[src/hdl/scpwm_pkg.sv]
`timescale 1ns / 1ps
// ----------------------------------------------------------------------------
// scpwm_pkg
// Shared types and constants for the serial-commanded dual PWM motor drive.
// ----------------------------------------------------------------------------
package scpwm_pkg;

  localparam int LINE_CHARS = 16;   // bytes per line that are looked at
  localparam int PWM_STEPS  = 100;  // PWM period in ticks

  localparam int POS_W     = $clog2(LINE_CHARS + 1);
  localparam int CFG_IDX_W = 1;
  localparam int CFG_W     = 8;

  // configuration register indexes
  localparam logic [CFG_IDX_W-1:0] REG_LEFT_HEADER  = CFG_IDX_W'(0);
  localparam logic [CFG_IDX_W-1:0] REG_RIGHT_HEADER = CFG_IDX_W'(1);

  localparam logic [7:0] LEFT_HEADER_RST  = 8'd76;  // 'L'
  localparam logic [7:0] RIGHT_HEADER_RST = 8'd82;  // 'R'

  localparam logic [7:0] DUTY_MAX = 8'd128;

  typedef enum logic [1:0] {
    DIR_FWD  = 2'd0,
    DIR_REV  = 2'd1,
    DIR_STOP = 2'd2
  } dir_t;

  typedef enum logic [1:0] {
    PH_BLANK  = 2'd0,
    PH_DIGITS = 2'd1,
    PH_DONE   = 2'd2
  } phase_t;

  typedef struct packed {
    logic       left_drive;
    logic       right_drive;
    logic [1:0] left_dir;
    logic [1:0] right_dir;
    logic [7:0] left_duty;
    logic [7:0] right_duty;
  } result_t;

endpackage

[src/hdl/scpwm_in_if.sv]
`timescale 1ns / 1ps
// ----------------------------------------------------------------------------
// scpwm_in_if
// Input channel: serial byte or PWM tick, valid/ready handshake.
// ----------------------------------------------------------------------------
interface scpwm_in_if;
  logic       valid;
  logic       ready;
  logic       kind;
  logic [7:0] rx_byte;

  modport source (output valid, kind, rx_byte, input ready);
  modport sink   (input valid, kind, rx_byte, output ready);
endinterface

[src/hdl/scpwm_out_if.sv]
`timescale 1ns / 1ps
// ----------------------------------------------------------------------------
// scpwm_out_if
// Result channel: drive levels, directions and duties, valid/ready handshake.
// ----------------------------------------------------------------------------
interface scpwm_out_if;
  logic       valid;
  logic       ready;
  logic       left_drive;
  logic       right_drive;
  logic [1:0] left_dir;
  logic [1:0] right_dir;
  logic [7:0] left_duty;
  logic [7:0] right_duty;

  modport source (output valid, left_drive, right_drive, left_dir, right_dir,
                  left_duty, right_duty, input ready);
  modport sink   (input valid, left_drive, right_drive, left_dir, right_dir,
                  left_duty, right_duty, output ready);
endinterface

[src/hdl/scpwm_core.sv]
`timescale 1ns / 1ps
// ----------------------------------------------------------------------------
// scpwm_core
// Command line parser, channel registers and PWM counter; one word per fire.
// ----------------------------------------------------------------------------
module scpwm_core (
  input  logic                              clk,
  input  logic                              rst,
  input  logic                              fire,
  input  logic                              kind,
  input  logic [7:0]                        rx_byte,
  input  logic                              cfg_we,
  input  logic [scpwm_pkg::CFG_IDX_W-1:0]   cfg_index,
  input  logic [scpwm_pkg::CFG_W-1:0]       cfg_data,
  output scpwm_pkg::result_t                res
);
  import scpwm_pkg::*;

  localparam logic [7:0]       STEP_LAST = 8'(PWM_STEPS - 1);
  localparam logic [POS_W-1:0] POS_LIMIT = POS_W'(LINE_CHARS);

  localparam logic [7:0] CH_CR    = 8'h0D;
  localparam logic [7:0] CH_SPACE = 8'h20;
  localparam logic [7:0] CH_TAB   = 8'h09;
  localparam logic [7:0] CH_LF    = 8'h0A;
  localparam logic [7:0] CH_VT    = 8'h0B;
  localparam logic [7:0] CH_FF    = 8'h0C;
  localparam logic [7:0] CH_PLUS  = 8'h2B;
  localparam logic [7:0] CH_MINUS = 8'h2D;
  localparam logic [7:0] CH_ZERO  = 8'h30;
  localparam logic [7:0] CH_NINE  = 8'h39;

  logic [7:0]       left_header, right_header;
  logic [7:0]       step_count, step_count_next;
  logic [7:0]       duty_left, duty_left_next;
  logic [7:0]       duty_right, duty_right_next;
  dir_t             dir_left, dir_left_next;
  dir_t             dir_right, dir_right_next;
  logic             pin_left, pin_left_next;
  logic             pin_right, pin_right_next;
  logic [POS_W-1:0] line_pos, line_pos_next;
  logic [7:0]       line_hdr, line_hdr_next;
  phase_t           phase, phase_next;
  logic             neg, neg_next;
  logic [7:0]       accum, accum_next;

  logic       is_blank, is_sign, is_digit;
  logic [7:0] digit_val, accum_step, line_value, value_mag;
  dir_t       value_dir;

  always_comb begin
    is_blank   = (rx_byte == CH_SPACE) || (rx_byte == CH_TAB) || (rx_byte == CH_LF) ||
                 (rx_byte == CH_VT) || (rx_byte == CH_FF);
    is_sign    = (rx_byte == CH_PLUS) || (rx_byte == CH_MINUS);
    is_digit   = (rx_byte >= CH_ZERO) && (rx_byte <= CH_NINE);
    digit_val  = rx_byte - CH_ZERO;
    // accum * 10 + digit, modulo 256
    accum_step = {accum[4:0], 3'b000} + {accum[6:0], 1'b0} + digit_val;
    line_value = neg ? (8'd0 - accum) : accum;
    if (line_value == 8'd0) begin
      value_mag = 8'd0;
      value_dir = DIR_STOP;
    end else if (line_value[7]) begin
      value_mag = 8'd0 - line_value;
      value_dir = DIR_REV;
    end else begin
      value_mag = line_value;
      value_dir = DIR_FWD;
    end
  end

  always_comb begin
    step_count_next = step_count;
    duty_left_next  = duty_left;
    duty_right_next = duty_right;
    dir_left_next   = dir_left;
    dir_right_next  = dir_right;
    pin_left_next   = pin_left;
    pin_right_next  = pin_right;
    line_pos_next   = line_pos;
    line_hdr_next   = line_hdr;
    phase_next      = phase;
    neg_next        = neg;
    accum_next      = accum;

    if (kind) begin
      if (step_count == 8'd0) begin
        pin_left_next  = 1'b1;
        pin_right_next = 1'b1;
      end
      if (step_count == duty_left) pin_left_next = 1'b0;
      if (step_count == duty_right) pin_right_next = 1'b0;
      step_count_next = (step_count >= STEP_LAST) ? 8'd0 : step_count + 8'd1;
    end else if (rx_byte == CH_CR) begin
      // left wins when both headers match
      if (line_hdr == left_header) begin
        duty_left_next = value_mag;
        dir_left_next  = value_dir;
      end else if (line_hdr == right_header) begin
        duty_right_next = value_mag;
        dir_right_next  = value_dir;
      end
      line_pos_next = '0;
      line_hdr_next = 8'd0;
      phase_next    = PH_BLANK;
      neg_next      = 1'b0;
      accum_next    = 8'd0;
    end else begin
      if (line_pos == '0) begin
        line_hdr_next = rx_byte;
      end else if (line_pos < POS_LIMIT) begin
        case (phase)
          PH_BLANK: begin
            if (is_blank) begin
              phase_next = PH_BLANK;
            end else if (is_sign) begin
              neg_next   = (rx_byte == CH_MINUS);
              phase_next = PH_DIGITS;
            end else if (is_digit) begin
              accum_next = accum_step;
              phase_next = PH_DIGITS;
            end else begin
              phase_next = PH_DONE;
            end
          end
          PH_DIGITS: begin
            if (is_digit) accum_next = accum_step;
            else phase_next = PH_DONE;
          end
          default: begin
            phase_next = phase;
          end
        endcase
      end
      if (line_pos < POS_LIMIT) line_pos_next = line_pos + POS_W'(1);
    end
  end

  always_ff @(posedge clk) begin
    if (rst) begin
      left_header  <= LEFT_HEADER_RST;
      right_header <= RIGHT_HEADER_RST;
      step_count   <= 8'd0;
      duty_left    <= 8'd0;
      duty_right   <= 8'd0;
      dir_left     <= DIR_STOP;
      dir_right    <= DIR_STOP;
      pin_left     <= 1'b0;
      pin_right    <= 1'b0;
      line_pos     <= '0;
      line_hdr     <= 8'd0;
      phase        <= PH_BLANK;
      neg          <= 1'b0;
      accum        <= 8'd0;
    end else begin
      if (cfg_we) begin
        case (cfg_index)
          REG_LEFT_HEADER:  left_header  <= cfg_data[7:0];
          REG_RIGHT_HEADER: right_header <= cfg_data[7:0];
          default: ;
        endcase
      end
      if (fire) begin
        step_count <= step_count_next;
        duty_left  <= duty_left_next;
        duty_right <= duty_right_next;
        dir_left   <= dir_left_next;
        dir_right  <= dir_right_next;
        pin_left   <= pin_left_next;
        pin_right  <= pin_right_next;
        line_pos   <= line_pos_next;
        line_hdr   <= line_hdr_next;
        phase      <= phase_next;
        neg        <= neg_next;
        accum      <= accum_next;
      end
    end
  end

  always_comb begin
    res.left_drive  = pin_left_next;
    res.right_drive = pin_right_next;
    res.left_dir    = dir_left_next;
    res.right_dir   = dir_right_next;
    res.left_duty   = duty_left_next;
    res.right_duty  = duty_right_next;
  end

`ifndef SYNTHESIS
  a_duty_range: assert property (@(posedge clk) disable iff (rst)
    (duty_left <= DUTY_MAX) && (duty_right <= DUTY_MAX))
    else $error("duty above 128");

  a_stop_iff_zero: assert property (@(posedge clk) disable iff (rst)
    ((dir_left == DIR_STOP) == (duty_left == 8'd0)) &&
    ((dir_right == DIR_STOP) == (duty_right == 8'd0)))
    else $error("direction and duty disagree");

  a_step_range: assert property (@(posedge clk) disable iff (rst)
    step_count <= STEP_LAST)
    else $error("PWM counter out of period");

  a_pos_range: assert property (@(posedge clk) disable iff (rst)
    line_pos <= POS_LIMIT)
    else $error("line position past limit");

  a_byte_keeps_count: assert property (@(posedge clk) disable iff (rst)
    (fire && !kind) |=> $stable(step_count))
    else $error("serial byte moved PWM counter");
`endif

endmodule

[src/hdl/serial_command_dual_pwm_motor_drive.sv]
`timescale 1ns / 1ps
// ----------------------------------------------------------------------------
// serial_command_dual_pwm_motor_drive
// Serial command lines set left/right duty and direction; ticks run the PWM.
// ----------------------------------------------------------------------------
//  channel  dir  width  contents
//  cmd      in   9      kind (0 byte, 1 tick), rx_byte
//  status   out  22     drive levels, dir codes, duties after the word
//  cfg      in   1+1+8  cfg_we, cfg_index, cfg_data (header registers)
//
// One word per cycle while status is not stalled. A word is taken into the
// input register and its result is then loaded into the result register,
// which drives status. The state update is short logic between the two. rst
// clears state and both handshakes; headers return to 'L' and 'R'.
// A stalled status word holds the pipeline; cmd.ready drops only when both
// registers are full and status.ready is low.
module serial_command_dual_pwm_motor_drive (
  input  logic                            clk,
  input  logic                            rst,
  scpwm_in_if.sink                        cmd,
  scpwm_out_if.source                     status,
  input  logic                            cfg_we,
  input  logic [scpwm_pkg::CFG_IDX_W-1:0] cfg_index,
  input  logic [scpwm_pkg::CFG_W-1:0]     cfg_data
);
  import scpwm_pkg::*;

  logic       in_valid;
  logic       in_kind;
  logic [7:0] in_byte;
  logic       out_valid;
  result_t    out_word;
  result_t    res;
  logic       out_free;
  logic       fire;

  assign out_free  = !out_valid || status.ready;
  assign fire      = in_valid && out_free;
  assign cmd.ready = !in_valid || out_free;

  always_ff @(posedge clk) begin
    if (rst) begin
      in_valid <= 1'b0;
    end else if (cmd.ready) begin
      in_valid <= cmd.valid;
    end
  end

  always_ff @(posedge clk) begin
    if (cmd.valid && cmd.ready) begin
      in_kind <= cmd.kind;
      in_byte <= cmd.rx_byte;
    end
  end

  scpwm_core u_core (
    .clk       (clk),
    .rst       (rst),
    .fire      (fire),
    .kind      (in_kind),
    .rx_byte   (in_byte),
    .cfg_we    (cfg_we),
    .cfg_index (cfg_index),
    .cfg_data  (cfg_data),
    .res       (res)
  );

  always_ff @(posedge clk) begin
    if (rst) begin
      out_valid <= 1'b0;
    end else if (out_free) begin
      out_valid <= in_valid;
    end
  end

  always_ff @(posedge clk) begin
    if (fire) out_word <= res;
  end

  assign status.valid       = out_valid;
  assign status.left_drive  = out_word.left_drive;
  assign status.right_drive = out_word.right_drive;
  assign status.left_dir    = out_word.left_dir;
  assign status.right_dir   = out_word.right_dir;
  assign status.left_duty   = out_word.left_duty;
  assign status.right_duty  = out_word.right_duty;

endmodule

[src/flat_wrapper.sv]
// flat-port wrapper written by rule: the top's interface ports become plain ports
module serial_command_dual_pwm_motor_drive_flat import scpwm_pkg::*;
  (clk, rst, cfg_we, cfg_index, cfg_data, cmd_valid, cmd_kind, cmd_rx_byte, cmd_ready, status_valid, status_left_drive, status_right_drive, status_left_dir, status_right_dir, status_left_duty, status_right_duty, status_ready);
  scpwm_in_if cmd_i ();
  scpwm_out_if status_i ();
  input  logic clk;
  input  logic rst;
  input  logic cfg_we;
  input  logic [scpwm_pkg::CFG_IDX_W-1:0] cfg_index;
  input  logic [scpwm_pkg::CFG_W-1:0] cfg_data;
  input wire logic [$bits(cmd_i.valid)-1:0] cmd_valid;
  input wire logic [$bits(cmd_i.kind)-1:0] cmd_kind;
  input wire logic [$bits(cmd_i.rx_byte)-1:0] cmd_rx_byte;
  output wire logic [$bits(cmd_i.ready)-1:0] cmd_ready;
  output wire logic [$bits(status_i.valid)-1:0] status_valid;
  output wire logic [$bits(status_i.left_drive)-1:0] status_left_drive;
  output wire logic [$bits(status_i.right_drive)-1:0] status_right_drive;
  output wire logic [$bits(status_i.left_dir)-1:0] status_left_dir;
  output wire logic [$bits(status_i.right_dir)-1:0] status_right_dir;
  output wire logic [$bits(status_i.left_duty)-1:0] status_left_duty;
  output wire logic [$bits(status_i.right_duty)-1:0] status_right_duty;
  input wire logic [$bits(status_i.ready)-1:0] status_ready;
  assign cmd_i.valid = cmd_valid;
  assign cmd_i.kind = cmd_kind;
  assign cmd_i.rx_byte = cmd_rx_byte;
  assign cmd_ready = cmd_i.ready;
  assign status_valid = status_i.valid;
  assign status_left_drive = status_i.left_drive;
  assign status_right_drive = status_i.right_drive;
  assign status_left_dir = status_i.left_dir;
  assign status_right_dir = status_i.right_dir;
  assign status_left_duty = status_i.left_duty;
  assign status_right_duty = status_i.right_duty;
  assign status_i.ready = status_ready;
  serial_command_dual_pwm_motor_drive u_core (.clk(clk), .rst(rst), .cmd(cmd_i), .status(status_i), .cfg_we(cfg_we), .cfg_index(cfg_index), .cfg_data(cfg_data));
endmodule
[config.mk]
export PLATFORM = sky130hd
export DESIGN_NAME = serial_command_dual_pwm_motor_drive_flat
export DESIGN_NICKNAME = d
export VERILOG_FILES = /design/src/hdl/scpwm_pkg.sv /design/src/hdl/scpwm_in_if.sv /design/src/hdl/scpwm_out_if.sv /design/src/hdl/scpwm_core.sv /design/src/hdl/serial_command_dual_pwm_motor_drive.sv /design/src/flat_wrapper.sv
export SDC_FILE = /design/constraint.sdc
export NUM_CORES = 1
export LEC_CHECK = 0
export BUFFER_PORTS_ARGS = -buffer_cell sky130_fd_sc_hd__buf_2
export CAP_MARGIN = 20
export CORE_UTILIZATION = 44
export DETAILED_ROUTE_END_ITERATION = 12
export HOLD_SLACK_MARGIN = 0.03
export PLACE_DENSITY = 0.59
export SETUP_SLACK_MARGIN = 0.02
export SLEW_MARGIN = 10
export SYNTH_ARGS = -nofsm -noshare
export SYNTH_HDL_FRONTEND = slang
export SYNTH_SLANG_ARGS = --single-unit
[constraint.sdc]
create_clock -name clk -period 3.4 [get_ports clk]
set_input_delay 0.68 -clock clk [delete_from_list [all_inputs] [get_ports clk]]
set_output_delay 0.68 -clock clk [all_outputs]
set_load 0.01 [all_outputs]
==> results.sh <==
export IMPL_clkSlewWorstSetupHoldPaths_ns=0.08
export IMPL_grt_setup_unrepaired="no"
export IMPL_synth_edf_count=31
export IMPL_drt_total_wl_um=12000
export IMPL_grt_max_degree=56
export IMPL_die_x_um=112
export IMPL_antenna_found_initial=0
export IMPL_gp_congestion=0.814
export IMPL_overflow=0
export IMPL_layout_setup_ws_ns=0.611
export IMPL_intPower_mw=1.96
export IMPL_grt_pass1_wl_um=20400
export IMPL_pwr_share_comb=0.064
export IMPL_status="complete, but fails checks"
export IMPL_slew_violations=0
export IMPL_nets=643
export IMPL_clock_root_buffer="clkbuf_16"
export IMPL_ir_worst_vdd_mv=0.357
export IMPL_yosysWarnings=0
export IMPL_synth_largest_area_cell="dfxtp_1"
export IMPL_cts_setup_buffers=0
export IMPL_slew_headroom=0.354
export IMPL_drcViolationCount=8
export IMPL_n_antenna_cell=0
export IMPL_path_class="reg -> reg"
export IMPL_synthCells=564
export IMPL_synth_area_top_cells="dfxtp_1 (27%), edfxtp_1 (18%), xnor2_1 (5.6%), nand2_1 (5.2%), ha_1 (4.0%)"
export IMPL_synthToLayoutAreaGrowth_pct=12.3
export IMPL_period_share=0.820
export IMPL_io_pins=47
export IMPL_p_sw_mw=0.660
export IMPL_fin_tns_setup_ns=0
export IMPL_syn_mean_instance_area_um2=9.42
export IMPL_grt_pass1_vias=4076
export IMPL_synth_area_mm2=0.00532
export IMPL_io_buffers=46
export IMPL_synthArstFlopShare=0
export IMPL_swShare=0.252
export IMPL_cts_buffer_depth=2
export IMPL_slowest_stage="dfxtp_1"
export IMPL_ys_types=64
export IMPL_cp_slowest_stage_delay_ns=0.65
export IMPL_post_cts_resized=0
export IMPL_seqPwrFrac=0.508
export IMPL_powerDensity_mw_per_mm2=439
export IMPL_cts_tree="yes"
export IMPL_drv_cap=0
export IMPL_core_rowCount=39
export IMPL_crit_required_ns=3.61
export IMPL_hp_class="reg -> reg"
export IMPL_hold_viol=0
export IMPL_worstSkewPairLatency_ns=0.36
export IMPL_period_needed_ns=2.79
export IMPL_crit_chain="fa_1 > ha_1 > ha_1 > inv_1 > fa_1 > inv_1 > a21o_1 > a21oi_1 > xnor2_1 > a22oi_1 > nor2_1"
export IMPL_first_iter_violations=182
export IMPL_max_freq_ghz=0.359
export IMPL_ys_ff_latch=103
export IMPL_post_dp_hpwl_um=8690
export IMPL_whs_ns=0.471
export IMPL_cts_buffers=9
export IMPL_via_per_inst=5.49
export IMPL_violations="design-rule violations"
export IMPL_routedWlPerCell_um=16.1
export IMPL_die_height_um=112
export IMPL_cp_max_fo=13
export IMPL_utilization=0.514
export IMPL_grt_usage=0.207
export IMPL_fp_coreArea_mm2=0.0116
export IMPL_n_fill_cell=1106
export IMPL_ctsHoldBuffers=0
export IMPL_worst_pin_slew_ns=0.969
export IMPL_drt_first_pass_iters=8
export IMPL_num_vias=4096
export IMPL_die_area_mm2=0.0125
export IMPL_start_util=0.458
export IMPL_finalSetupViolations=0
export IMPL_ys_flop_type="dfxtp_1"
export IMPL_worst_setup_path_end_kind="flop"
export IMPL_clkPwrFrac=0.428
export IMPL_yosysTopAreaCellShare=0.271
export IMPL_drive_above_1_share=0.146
export IMPL_cts_htree_levels=3
export IMPL_fin_skew_ns=0.00873
export IMPL_drtAntennaViolNets=0
export IMPL_yosysMostFrequentCell="nand2_1"
export IMPL_startpoint_type="flop"
export IMPL_pre_cts_slack_ns=0.612
export IMPL_crit_arrival_ns=3.00
export IMPL_synth_nets=609
export IMPL_numClockSinks=103
export IMPL_synth_commonest_cells="nand2_1 (73), dfxtp_1 (72), nor2_1 (43)"
export IMPL_yosysSeqAreaShare=0.446
export IMPL_power_leakage_nw=2.31
## state kept, by name (all words and copies together) (netlist names), 2 cells and up
signal                      flops
u_core.in_byte                  8
u_core.u_core.duty_right        8
u_core.status.left_dir          2
u_core.u_core.step_count        8
u_core.status.right_dir         2
u_core.u_core.duty_left         8
u_core.u_core.dir_left          2
u_core.u_core.phase             2
u_core.u_core.line_pos          5
u_core.status.left_duty         8
u_core.u_core.accum             8
u_core.u_core.line_hdr          8
u_core.u_core.left_header       8
u_core.status.right_duty        8
u_core.u_core.right_header      8
u_core.u_core.dir_right         2
## metal layers
metal,part of all wire,routed length [um],vias up,track usage
met5,0,0,-,0
met4,0.014,168,0,0.0658
met3,0.040,478,13,0.0457
met2,0.47,5600,92,0.340
met1,0.48,5770,1941,0.271
li1,-,-,2050,-
## power groups by stage
stage / logic, mW / clock network (mW) / registers, mW
6_report: 0.167 / 1.12 / 1.33
5_1_grt: 0.189 / 1.19 / 1.34
4_1_cts: 0.169 / 1.14 / 1.33
3_5_place_dp: 0.168 / 0 / 1.36
3_3_place_gp: 0.165 / 0 / 1.36
2_1_floorplan: 0.117 / 0 / 1.35
## metrics by stage
stage | instances | total power, mW | area [um2]
2_1_floorplan | 564 | 1.47 | 5320
3_3_place_gp | 730 | 1.53 | 5650
3_5_place_dp | 730 | 1.53 | 5650
4_1_cts | 746 | 2.64 | 5970
5_1_grt | 746 | 2.72 | 5970
6_report | 746 | 2.62 | 5970
## logic make-up after synthesis
group	after synthesis	synth area share
xor+xnor	58	0.0956
fa+ha+maj	22	0.0589
mux	15	0.0301
flops	103	0.446
buf+inv	53	0.0386
compound gates	107	0.131
simple gates	206	0.199
## cells in the final DEF (no fill, tap or decap), drive strengths merged, types with 3 or more instances in the layout
master,netlist,routed
nor4,11,11
nor3,7,7
nand3,8,8
clkbuf,21,9
a211o,3,3
fa,5,5
o211ai,3,3
nand2b,9,9
xor2,24,24
nand4,10,10
a22oi,11,11
mux2i,7,7
nor2b,9,9
a21oi,38,38
dfxtp,72,72
and2,4,4
a32oi,3,3
o21ai,19,19
nand2,74,74
inv,26,30
xnor2,34,34
a31oi,7,7
or3,5,5
nand3b,7,7
buf,6,50
edfxtp,31,31
a21o,3,3
nor4b,4,4
mux2,8,8
nor2,45,45
ha,17,17
## final cells by class
type                       count  area, um2  share of cell area
multi-input combinational    408       2740               0.459
sequential                   103       2370               0.397
timing repair buffer          50        260              0.0436
clock buffer                   9        225              0.0377
tap                          143        179              0.0300
clock inverter                 7       97.6              0.0163
inverter                      26       97.6              0.0163
## worst max-delay path: cells and delay by family, from the launching register on
kind                     cells  cell delay, ns
AND/OR/NAND/NOR              1            0.05
buffers and inverters        2            0.12
flip-flops                   1            0.65
adder cells (fa/ha/maj)      4            1.36
AO/OA/AOI/OAI                3            0.34
XOR/XNOR                     1            0.13
## path summary, 6_finish.rpt
check                               from                endpoint  slack (ns)  cells after the start
setup / recovery  u_core.u_core.accum[2]  u_core.u_core.accum[7]        0.61                     11
hold / removal    u_core.u_core.pin_left  u_core.u_core.pin_left        0.47                      2
setup reg to reg  u_core.u_core.accum[2]  u_core.u_core.accum[7]        0.61                     11
hold reg to reg   u_core.u_core.pin_left  u_core.u_core.pin_left        0.47                      2
(Power assumes the default switching activity.)
